## src/ctlp_pkg.sv

```systemverilog
// Package for the cheat text line parser.
// Holds the action and line-kind codes and the record types passed between the
// front end, the line queue and the back end. It depends on nothing else.
package ctlp_pkg;

  // A line piece is cut once this many bytes are in it.
  localparam int unsigned LINE_CHARS = 255;

  // Action codes on the input side.
  localparam logic [1:0] ACT_BYTE  = 2'd0;
  localparam logic [1:0] ACT_END   = 2'd1;
  localparam logic [1:0] ACT_START = 2'd2;

  // Line kinds.
  localparam logic [1:0] KIND_TITLE = 2'd0;
  localparam logic [1:0] KIND_DESC  = 2'd1;
  localparam logic [1:0] KIND_CODE  = 2'd2;

  // One finished line piece, or a start marker, as the front end hands it on.
  typedef struct packed {
    logic        is_start;
    logic        has_text;
    logic [1:0]  kind;
    logic [7:0]  first_pos;
    logic [7:0]  len;
    logic [63:0] digits;
  } line_rec_t;

  // One result beat.
  typedef struct packed {
    logic [1:0]  line_kind;
    logic [15:0] line_number;
    logic [31:0] code_address;
    logic [31:0] code_value;
    logic [7:0]  text_start;
    logic [7:0]  text_length;
    logic        status;
    logic [1:0]  expected_kind;
  } result_t;

endpackage

```

## src/cheat_text_line_parser.sv

```systemverilog
// Top level of the cheat text line parser.
// Instantiates ctlp_front, ctlp_line_fifo and ctlp_back; depends on ctlp_pkg.

// The parser takes one beat per clock cycle while full is low: a text byte, an
// end of text or a start of a new text. The front end follows the current line
// piece byte by byte (comment cuts at "//" and '#', whitespace trimming, hex
// digit capture) and at each line feed, long-line cut, or end of text or zero
// byte after bytes of the piece it writes one line record into a four-entry
// line queue. The back end reads one record per cycle while the result queue
// has room, checks the title/description/code grammar, counts lines and places
// a result beat into a two-entry result queue, whose head is shown on the
// result ports while empty is low. Empty lines give no result beat but are
// counted. After the first refused line the parser drops everything until a
// start beat. Sustained rate is one input beat per cycle; full rises only when
// four line records are waiting because results are not being popped. A line's
// record passes through the line queue and its result through the result queue.
module cheat_text_line_parser (
  input  logic        clk_i,
  input  logic        rst_ni,
  input  logic        push,
  output logic        full,
  input  logic [1:0]  action_i,
  input  logic [7:0]  ch_i,
  output logic        empty,
  input  logic        pop,
  output logic [1:0]  line_kind_o,
  output logic [15:0] line_number_o,
  output logic [31:0] code_address_o,
  output logic [31:0] code_value_o,
  output logic [7:0]  text_start_o,
  output logic [7:0]  text_length_o,
  output logic        status_o,
  output logic [1:0]  expected_kind_o
);

  logic                accept;
  logic                rec_push;
  ctlp_pkg::line_rec_t rec_in;
  ctlp_pkg::line_rec_t rec_out;
  logic                rec_valid;
  logic                rec_pop;
  ctlp_pkg::result_t   res;

  // An input beat is taken whenever the line queue has room.
  assign accept = push && !full;

  ctlp_front u_front (
    .clk_i      (clk_i),
    .rst_ni     (rst_ni),
    .accept_i   (accept),
    .action_i   (action_i),
    .ch_i       (ch_i),
    .rec_push_o (rec_push),
    .rec_o      (rec_in)
  );

  ctlp_line_fifo u_line_fifo (
    .clk_i   (clk_i),
    .rst_ni  (rst_ni),
    .push_i  (rec_push),
    .data_i  (rec_in),
    .full_o  (full),
    .pop_i   (rec_pop),
    .valid_o (rec_valid),
    .data_o  (rec_out)
  );

  ctlp_back u_back (
    .clk_i       (clk_i),
    .rst_ni      (rst_ni),
    .rec_valid_i (rec_valid),
    .rec_i       (rec_out),
    .rec_pop_o   (rec_pop),
    .empty_o     (empty),
    .pop_i       (pop),
    .res_o       (res)
  );

  assign line_kind_o     = res.line_kind;
  assign line_number_o   = res.line_number;
  assign code_address_o  = res.code_address;
  assign code_value_o    = res.code_value;
  assign text_start_o    = res.text_start;
  assign text_length_o   = res.text_length;
  assign status_o        = res.status;
  assign expected_kind_o = res.expected_kind;

endmodule

```

## src/ctlp_front.sv

```systemverilog
// Front end of the cheat text line parser: takes bytes, tracks the current
// line piece (comments, trimming, hex digits) and emits one record per piece.
// Depends on ctlp_pkg.
module ctlp_front (
  input  logic                clk_i,
  input  logic                rst_ni,
  input  logic                accept_i,
  input  logic [1:0]          action_i,
  input  logic [7:0]          ch_i,
  output logic                rec_push_o,
  output ctlp_pkg::line_rec_t rec_o
);

  localparam logic [7:0] CH_NUL   = 8'h00;
  localparam logic [7:0] CH_LF    = 8'h0A;
  localparam logic [7:0] CH_SPACE = 8'h20;
  localparam logic [7:0] CH_QUOTE = 8'h22;
  localparam logic [7:0] CH_HASH  = 8'h23;
  localparam logic [7:0] CH_SLASH = 8'h2F;

  typedef struct packed {
    logic [7:0]  char_pos;
    logic        in_comment;
    logic        pending_slash;
    logic        seen_text;
    logic [7:0]  first_pos;
    logic [7:0]  last_pos;
    logic        first_is_quote;
    logic        last_is_quote;
    logic [4:0]  hex_count;
    logic        non_hex_seen;
    logic [63:0] digit_shift;
  } piece_t;

  localparam piece_t PIECE_CLEAR = '0;

  function automatic logic is_space(input logic [7:0] c);
    return (c == CH_SPACE) || (c inside {[8'd9:8'd13]});
  endfunction

  // Returns {valid, nibble}.
  function automatic logic [4:0] hex_value(input logic [7:0] c);
    logic [4:0] h;
    h = 5'd0;
    if (c inside {[8'h30:8'h39]}) begin
      h = {1'b1, 4'(c - 8'h30)};
    end else if (c inside {[8'h41:8'h46]}) begin
      h = {1'b1, 4'(c - 8'h37)};
    end else if (c inside {[8'h61:8'h66]}) begin
      h = {1'b1, 4'(c - 8'h57)};
    end
    return h;
  endfunction

  function automatic piece_t keep_char(input piece_t s, input logic [7:0] c,
                                       input logic [7:0] pos);
    piece_t     r;
    logic [4:0] h;
    logic       sp;
    r  = s;
    h  = hex_value(c);
    sp = is_space(c);
    if (!sp) begin
      if (!s.seen_text) begin
        r.seen_text      = 1'b1;
        r.first_pos      = pos;
        r.first_is_quote = (c == CH_QUOTE);
      end
      r.last_pos      = pos;
      r.last_is_quote = (c == CH_QUOTE);
    end
    if (h[4]) begin
      if (s.hex_count < 5'd16) begin
        r.digit_shift = {s.digit_shift[59:0], h[3:0]};
      end
      if (s.hex_count < 5'd17) begin
        r.hex_count = s.hex_count + 5'd1;
      end
    end else if (!sp) begin
      r.non_hex_seen = 1'b1;
    end
    return r;
  endfunction

  function automatic piece_t feed_char(input piece_t s, input logic [7:0] c);
    piece_t r;
    r = s;
    r.char_pos = s.char_pos + 8'd1;
    if (!s.in_comment) begin
      if (s.pending_slash && (c == CH_SLASH)) begin
        r.pending_slash = 1'b0;
        r.in_comment    = 1'b1;
      end else begin
        if (s.pending_slash) begin
          r.pending_slash = 1'b0;
          r = keep_char(r, CH_SLASH, s.char_pos - 8'd1);
        end
        if (c == CH_HASH) begin
          r.in_comment = 1'b1;
        end else if (c == CH_SLASH) begin
          r.pending_slash = 1'b1;
        end else begin
          r = keep_char(r, c, s.char_pos);
        end
      end
    end
    return r;
  endfunction

  function automatic ctlp_pkg::line_rec_t finish(input piece_t s);
    piece_t              t;
    ctlp_pkg::line_rec_t rec;
    t = s;
    // A lone slash at the end of a piece counts as text.
    if (s.pending_slash && !s.in_comment && (s.char_pos != 8'd0)) begin
      t = keep_char(s, CH_SLASH, s.char_pos - 8'd1);
    end
    rec           = '0;
    rec.has_text  = t.seen_text;
    rec.first_pos = t.first_pos;
    rec.len       = t.last_pos - t.first_pos + 8'd1;
    rec.digits    = t.digit_shift;
    if ((rec.len > 8'd2) && t.first_is_quote && t.last_is_quote) begin
      rec.kind = ctlp_pkg::KIND_TITLE;
    end else if ((t.hex_count == 5'd16) && !t.non_hex_seen) begin
      rec.kind = ctlp_pkg::KIND_CODE;
    end else begin
      rec.kind = ctlp_pkg::KIND_DESC;
    end
    return rec;
  endfunction

  piece_t              piece_q, piece_d;
  ctlp_pkg::line_rec_t fin_rec;
  ctlp_pkg::line_rec_t start_rec;

  assign fin_rec = finish(piece_q);

  always_comb begin
    start_rec          = '0;
    start_rec.is_start = 1'b1;
  end

  always_comb begin
    piece_d    = piece_q;
    rec_push_o = 1'b0;
    rec_o      = fin_rec;
    if (accept_i) begin
      case (action_i)
        ctlp_pkg::ACT_START: begin
          piece_d    = PIECE_CLEAR;
          rec_push_o = 1'b1;
          rec_o      = start_rec;
        end
        ctlp_pkg::ACT_END: begin
          if (piece_q.char_pos != 8'd0) begin
            rec_push_o = 1'b1;
            piece_d    = PIECE_CLEAR;
          end
        end
        ctlp_pkg::ACT_BYTE: begin
          if (ch_i == CH_NUL) begin
            if (piece_q.char_pos != 8'd0) begin
              rec_push_o = 1'b1;
              piece_d    = PIECE_CLEAR;
            end
          end else if (ch_i == CH_LF) begin
            rec_push_o = 1'b1;
            piece_d    = PIECE_CLEAR;
          end else if (piece_q.char_pos >= 8'(ctlp_pkg::LINE_CHARS)) begin
            rec_push_o = 1'b1;
            piece_d    = feed_char(PIECE_CLEAR, ch_i);
          end else begin
            piece_d = feed_char(piece_q, ch_i);
          end
        end
        default: begin
        end
      endcase
    end
  end

  always_ff @(posedge clk_i or negedge rst_ni) begin
    if (!rst_ni) begin
      piece_q <= PIECE_CLEAR;
    end else begin
      piece_q <= piece_d;
    end
  end

endmodule

```

## src/ctlp_line_fifo.sv

```systemverilog
// Short queue of line records between the front end and the back end.
// Depends on ctlp_pkg for the record type.
module ctlp_line_fifo (
  input  logic                clk_i,
  input  logic                rst_ni,
  input  logic                push_i,
  input  ctlp_pkg::line_rec_t data_i,
  output logic                full_o,
  input  logic                pop_i,
  output logic                valid_o,
  output ctlp_pkg::line_rec_t data_o
);

  localparam int unsigned DEPTH = 4;
  localparam int unsigned PTR_W = $clog2(DEPTH);
  localparam int unsigned CNT_W = $clog2(DEPTH + 1);

  ctlp_pkg::line_rec_t mem_q [DEPTH];
  logic [PTR_W-1:0]    wr_ptr_q, rd_ptr_q;
  logic [CNT_W-1:0]    count_q;
  logic                do_push, do_pop;

  assign full_o  = (count_q == CNT_W'(DEPTH));
  assign valid_o = (count_q != '0);
  assign data_o  = mem_q[rd_ptr_q];
  assign do_push = push_i && !full_o;
  assign do_pop  = pop_i && valid_o;

  always_ff @(posedge clk_i) begin
    if (do_push) begin
      mem_q[wr_ptr_q] <= data_i;
    end
  end

  always_ff @(posedge clk_i or negedge rst_ni) begin
    if (!rst_ni) begin
      wr_ptr_q <= '0;
      rd_ptr_q <= '0;
      count_q  <= '0;
    end else begin
      if (do_push) begin
        wr_ptr_q <= (wr_ptr_q == PTR_W'(DEPTH - 1)) ? '0 : wr_ptr_q + 1'b1;
      end
      if (do_pop) begin
        rd_ptr_q <= (rd_ptr_q == PTR_W'(DEPTH - 1)) ? '0 : rd_ptr_q + 1'b1;
      end
      if (do_push && !do_pop) begin
        count_q <= count_q + 1'b1;
      end else if (do_pop && !do_push) begin
        count_q <= count_q - 1'b1;
      end
    end
  end

endmodule

```

## src/ctlp_back.sv

```systemverilog
// Back end of the cheat text line parser: checks each line record against the
// title/description/code grammar, counts lines and queues the results.
// Depends on ctlp_pkg.
module ctlp_back (
  input  logic                clk_i,
  input  logic                rst_ni,
  input  logic                rec_valid_i,
  input  ctlp_pkg::line_rec_t rec_i,
  output logic                rec_pop_o,
  output logic                empty_o,
  input  logic                pop_i,
  output ctlp_pkg::result_t   res_o
);

  localparam logic [2:0] SET_TITLE = 3'b001;
  localparam logic [2:0] SET_DESC  = 3'b010;
  localparam logic [2:0] SET_CODE  = 3'b100;
  localparam logic [2:0] SET_ALL   = SET_TITLE | SET_DESC | SET_CODE;

  logic [2:0]        exp_set_q, exp_set_d;
  logic [15:0]       line_cnt_q, line_cnt_d;
  logic              halted_q, halted_d;
  logic [2:0]        kind_bit;
  logic              ok;
  logic              res_push;
  ctlp_pkg::result_t res;

  // Two-entry result queue.
  ctlp_pkg::result_t oq_q [2];
  logic              oq_wr_q, oq_rd_q;
  logic [1:0]        oq_cnt_q;
  logic              oq_full, oq_pop;

  assign oq_full   = (oq_cnt_q == 2'd2);
  assign empty_o   = (oq_cnt_q == 2'd0);
  assign res_o     = oq_q[oq_rd_q];
  assign oq_pop    = pop_i && !empty_o;
  assign rec_pop_o = rec_valid_i && !oq_full;

  always_comb begin
    case (rec_i.kind)
      ctlp_pkg::KIND_TITLE: kind_bit = SET_TITLE;
      ctlp_pkg::KIND_CODE:  kind_bit = SET_CODE;
      default:              kind_bit = SET_DESC;
    endcase
    ok = (exp_set_q & kind_bit) != 3'b000;

    res               = '0;
    res.line_kind     = rec_i.kind;
    res.line_number   = line_cnt_q;
    res.text_start    = rec_i.first_pos;
    res.text_length   = rec_i.len;
    res.status        = !ok;
    if (rec_i.kind == ctlp_pkg::KIND_CODE) begin
      res.code_address = rec_i.digits[63:32];
      res.code_value   = rec_i.digits[31:0];
    end
    if (!ok) begin
      if ((exp_set_q & SET_CODE) != 3'b000) begin
        res.expected_kind = ctlp_pkg::KIND_CODE;
      end else if ((exp_set_q & SET_DESC) != 3'b000) begin
        res.expected_kind = ctlp_pkg::KIND_DESC;
      end else begin
        res.expected_kind = ctlp_pkg::KIND_TITLE;
      end
    end

    exp_set_d  = exp_set_q;
    line_cnt_d = line_cnt_q;
    halted_d   = halted_q;
    res_push   = 1'b0;
    if (rec_pop_o) begin
      if (rec_i.is_start) begin
        exp_set_d  = SET_TITLE;
        line_cnt_d = 16'd1;
        halted_d   = 1'b0;
      end else if (!halted_q) begin
        if (rec_i.has_text) begin
          res_push = 1'b1;
          if (!ok) begin
            halted_d = 1'b1;
          end else if (rec_i.kind == ctlp_pkg::KIND_TITLE) begin
            exp_set_d = SET_TITLE | SET_DESC;
          end else begin
            exp_set_d = SET_ALL;
          end
        end
        if (line_cnt_q != 16'hFFFF) begin
          line_cnt_d = line_cnt_q + 16'd1;
        end
      end
    end
  end

  always_ff @(posedge clk_i) begin
    if (res_push) begin
      oq_q[oq_wr_q] <= res;
    end
  end

  always_ff @(posedge clk_i or negedge rst_ni) begin
    if (!rst_ni) begin
      exp_set_q  <= SET_TITLE;
      line_cnt_q <= 16'd1;
      halted_q   <= 1'b0;
      oq_wr_q    <= 1'b0;
      oq_rd_q    <= 1'b0;
      oq_cnt_q   <= 2'd0;
    end else begin
      exp_set_q  <= exp_set_d;
      line_cnt_q <= line_cnt_d;
      halted_q   <= halted_d;
      if (res_push) begin
        oq_wr_q <= !oq_wr_q;
      end
      if (oq_pop) begin
        oq_rd_q <= !oq_rd_q;
      end
      if (res_push && !oq_pop) begin
        oq_cnt_q <= oq_cnt_q + 2'd1;
      end else if (oq_pop && !res_push) begin
        oq_cnt_q <= oq_cnt_q - 2'd1;
      end
    end
  end

endmodule

```

## config.mk

```make
export PLATFORM = sky130hd
export DESIGN_NAME = cheat_text_line_parser
export DESIGN_NICKNAME = d
export VERILOG_FILES = /design/src/ctlp_pkg.sv /design/src/cheat_text_line_parser.sv /design/src/ctlp_front.sv /design/src/ctlp_line_fifo.sv /design/src/ctlp_back.sv
export SDC_FILE = /design/constraint.sdc
export NUM_CORES = 1
export LEC_CHECK = 0
export BUFFER_PORTS_ARGS = -buffer_cell sky130_fd_sc_hd__buf_2
export CAP_MARGIN = 20
export CORE_AREA = 2 2 307 309
export DETAILED_ROUTE_END_ITERATION = 12
export DIE_AREA = 0 0 309 311
export SETUP_SLACK_MARGIN = 0.2
export SYNTH_ARGS = -nofsm -noshare
export SYNTH_HDL_FRONTEND = slang
export SYNTH_SLANG_ARGS = --single-unit
export TNS_END_PERCENT = 1
```

## constraint.sdc

```tcl
create_clock -name clk_i -period 7.2 [get_ports clk_i]
set_clock_uncertainty 0.05 [all_clocks]
set_input_delay 0.72 -clock clk_i [delete_from_list [all_inputs] [get_ports clk_i]]
set_output_delay 0.72 -clock clk_i [all_outputs]
set_load 0.005 [all_outputs]
```

==> out/metrics.yaml <==
ant_nets: 0
layout.cells.most_common: "edfxtp_1"
switching_share_pct: 29.03
clockBufferDepth: 3
cts_sinks: 667
cts_setup_buffers: 0
die_y_um: 311
final_cell_mix: "538 x edfxtp_1, 125 x dfrtp_1, 115 x buf_2"
setup_viol: 0
synth_cell_types: 78
place_area_mm2: 0.02946
critPathCaptureType: "flip-flop"
insertion_delay_ns: 0.61
clkPwrFrac_pct: 30.1
maxSlewViolCount: 0
startpoint_type: "flip-flop"
path_cells: "inv_1 > ha_1 > or3b_2 > o21ai_1 > buf_4 > nand2b_1 > o21ai_1 > ha_1 > inv_1 > ha_1 > fa_1 > a211o_1 > a2111oi_0 > nand3b_1 > o21ai_0 > a31oi_1 > a41oi_1"
crit_buf_inv: 3
p_comb_share_pct: 25.0
yosysWarnings: 0
synth_fp_nets: 1704
regArea_mm2: 0.01940
drive_gt1_share_pct: 24.56
intPower_mw: 8.350
chipWidth_um: 309
worstPathMaxFanout: 23
die_area_mm2: 0.09610
antenna_cells: 0
rows: 112
ir_drop_mv: 0.2170
p_sw_mw: 3.416
grt_setup_unrepaired: "false"
cts_tree: "yes"
reg2reg_depth: 17
antenna_found_initial: 2
whs_ns: 0.09270
grt_pass1_wl_mm: 90.16
crit_path_max_incr_delay_ns: 0.52
synth_flop_cell: "edfxtp_1"
clk_pin_slew_worst_paths_ns: 0.06
cap_violations: 0
crit_family: "compound AO/OA/AOI/OAI gates"
fmax_mhz: 210.1
tightest_slew_ns: 0.9936
syn_to_final_growth_pct: 15.18
ys_ff_latch: 667
cellLeakagePower_nw: 11.18
portBuffers: 116
layout.nets: 1816
critPathRequiredTime_ns: 7.46
max-slew-margin-rel_pct: 33.45
dr.pass1.iters: 6
synth.cell_area_mm2: 0.02755
place_congestion: 0.8190
fin_setup_tns_ns: 0
seq_area_frac_synth_pct: 70.35
netlist_instances: 1661
holdBufCountCts: 0
wl_per_cell_um: 18.87
post-route-cell-area_mm2: 0.03174
drt-initial-drc-count: 1138
timing.reg2reg.setup_slack_ns: 2.44
grt_usage_pct: 12.04
cp_slowest_cell: "dfrtp_1"
crit_arrival_ns: 5.02
period_minus_slack_ns: 4.759
drc: 0
p_seq_share_pct: 44.9
r2r-start: "u_front.piece_q[91]"
synth_enable_flop_cells: 538
cts_resized: 0
cts-htree-levels: 3
r2r-end: "u_line_fifo.mem_q[0][80]"
hold_path.class: "input pin to asynchronous set/reset pin"
fillers: 8839
clock-root-buffer: "clkbuf_16"
grt_max_degree: 74
io_pins: 117
coreArea_mm2: 0.09277
viasPerCell: 4.741
hold_violations: 0
final_cells: 3082
multi_input_area_mm2: 0.007696
syn_area_per_cell_um2: 16.59
dp_cells: 2953
via_count: 14610
run_status: "complete, no violations"
finalWirelength_mm: 58.15
cts_buffers: 71
grt_remaining_overflow: 0
hpwl_mm: 35.43
timing.final.crit_share_pct: 66.09
power_density_mw_per_mm2: 370.8
synthArstFlopShare_pct: 19.34
path_class: "flip-flop to flip-flop"
cp_common_cell: "ha_1"
start_util_pct: 29.70
grt_pass1_vias: 15540
==> Yosys cell counts, types with 9 or more instances <==
master	number	area, µm²
a211oi_1	10	75.07
a21oi_1	31	155.2
a22o_1	65	569.3
and2_1	79	494.2
and3_1	10	62.56
buf_2	24	120.1
clkbuf_1	56	210.2
dfrtp_1	128	3203
edfxtp_1	538	16160
ha_1	27	337.8
inv_1	22	82.58
mux2_2	104	1171
mux4_2	83	1869
nand2_1	44	165.2
nand2b_1	9	56.30
nand3_1	24	120.1
nand4_1	10	62.56
nor2_1	79	296.5
nor2b_1	72	450.4
nor3_1	22	110.1
o21ai_0	43	215.2
or3_1	9	56.30
xnor2_1	23	201.4
xor2_1	20	175.2
==> worst reg2reg max path, delay by kind of cell, from the launching register on <==
family                   cells  cell delay [ns]
AO/OA/AOI/OAI                7             1.47
adder cells (fa/ha/maj)      4             1.06
flip-flops                   1             0.52
buffers and inverters        3             0.44
AND/OR/NAND/NOR              3             0.93
==> sequential cells by signal, indices dropped and copies added (netlist names) <==
register	count
u_line_fifo.mem_q	336
u_back.oq_q	202
u_front.piece_q	99
u_back.line_cnt_q	16
u_line_fifo.count_q	3
u_back.exp_set_q	2
u_back.oq_cnt_q	2
u_line_fifo.rd_ptr_q	2
u_line_fifo.wr_ptr_q	2
u_back.halted_q	1
u_back.oq_rd_q	1
u_back.oq_wr_q	1
==> cell type report <==
type	count	share of cell area [%]
Multi-Input combinational cell	876	24.25
Clock buffer	100	6.261
Timing Repair Buffer	133	2.243
Tap cell	1254	4.944
Sequential cell	667	61.12
Inverter	24	0.2839
Clock inverter	28	0.8989
==> stage by stage <==
stage | total power [mW] | setup slack [ns] | util, %
5_1_grt | 12.37 | 2.041 | 34.21
6_report | 11.77 | 2.441 | 34.21
3_3_place_gp | 8.332 | 2.474 | 31.75
2_1_floorplan | 7.320 | 0.5890 | -
3_5_place_dp | 8.399 | 2.464 | 31.75
4_1_cts | 11.97 | 2.438 | 34.20
==> kinds of logic after synthesis <==
| kind of cell | Yosys count | synth area share (%) |
|---|---|---|
| AO/OA/AOI/OAI | 219 | 5.912 |
| AND/OR/NAND/NOR | 390 | 7.806 |
| flip-flops | 667 | 70.35 |
| XOR/XNOR | 43 | 1.367 |
| multiplexers | 195 | 11.33 |
| buffers and inverters | 118 | 1.866 |
| adder cells (fa/ha/maj) | 29 | 1.371 |
==> how the worst max path moves through the flow <==
stage	startpoint	endpoint	slack, ns	cells past startpoint
after floorplan	u_line_fifo.rd_ptr_q[0]	u_back.oq_q[0][0]	0.59	4
after global placement	u_front.piece_q[91]	u_line_fifo.mem_q[0][80]	2.47	17
after detailed placement	u_front.piece_q[91]	u_line_fifo.mem_q[2][80]	2.46	17
after CTS	u_front.piece_q[91]	u_line_fifo.mem_q[0][80]	2.44	17
after global routing	u_front.piece_q[91]	u_line_fifo.mem_q[0][80]	2.04	17
final	u_front.piece_q[91]	u_line_fifo.mem_q[0][80]	2.44	17
==> layer usage <==
layer  vias to the layer above  wire, µm  track usage, %
li1                       6646         -               -
met1                      7499     24700           15.38
met2                       373     29240           20.63
met3                        91      2618           1.866
met4                         2      1578           4.314
met5                         -        11               0
==> power groups by stage <==
stage | registers, mW | logic, mW | clock network, mW
3_5_place_dp | 5.38 | 3.02 | 0
2_1_floorplan | 5.17 | 2.15 | 0
5_1_grt | 5.36 | 3.24 | 3.78
4_1_cts | 5.30 | 3.04 | 3.63
6_report | 5.28 | 2.94 | 3.54
3_3_place_gp | 5.35 | 2.98 | 0
No activity file was read; power rests on OpenSTA's default activity.
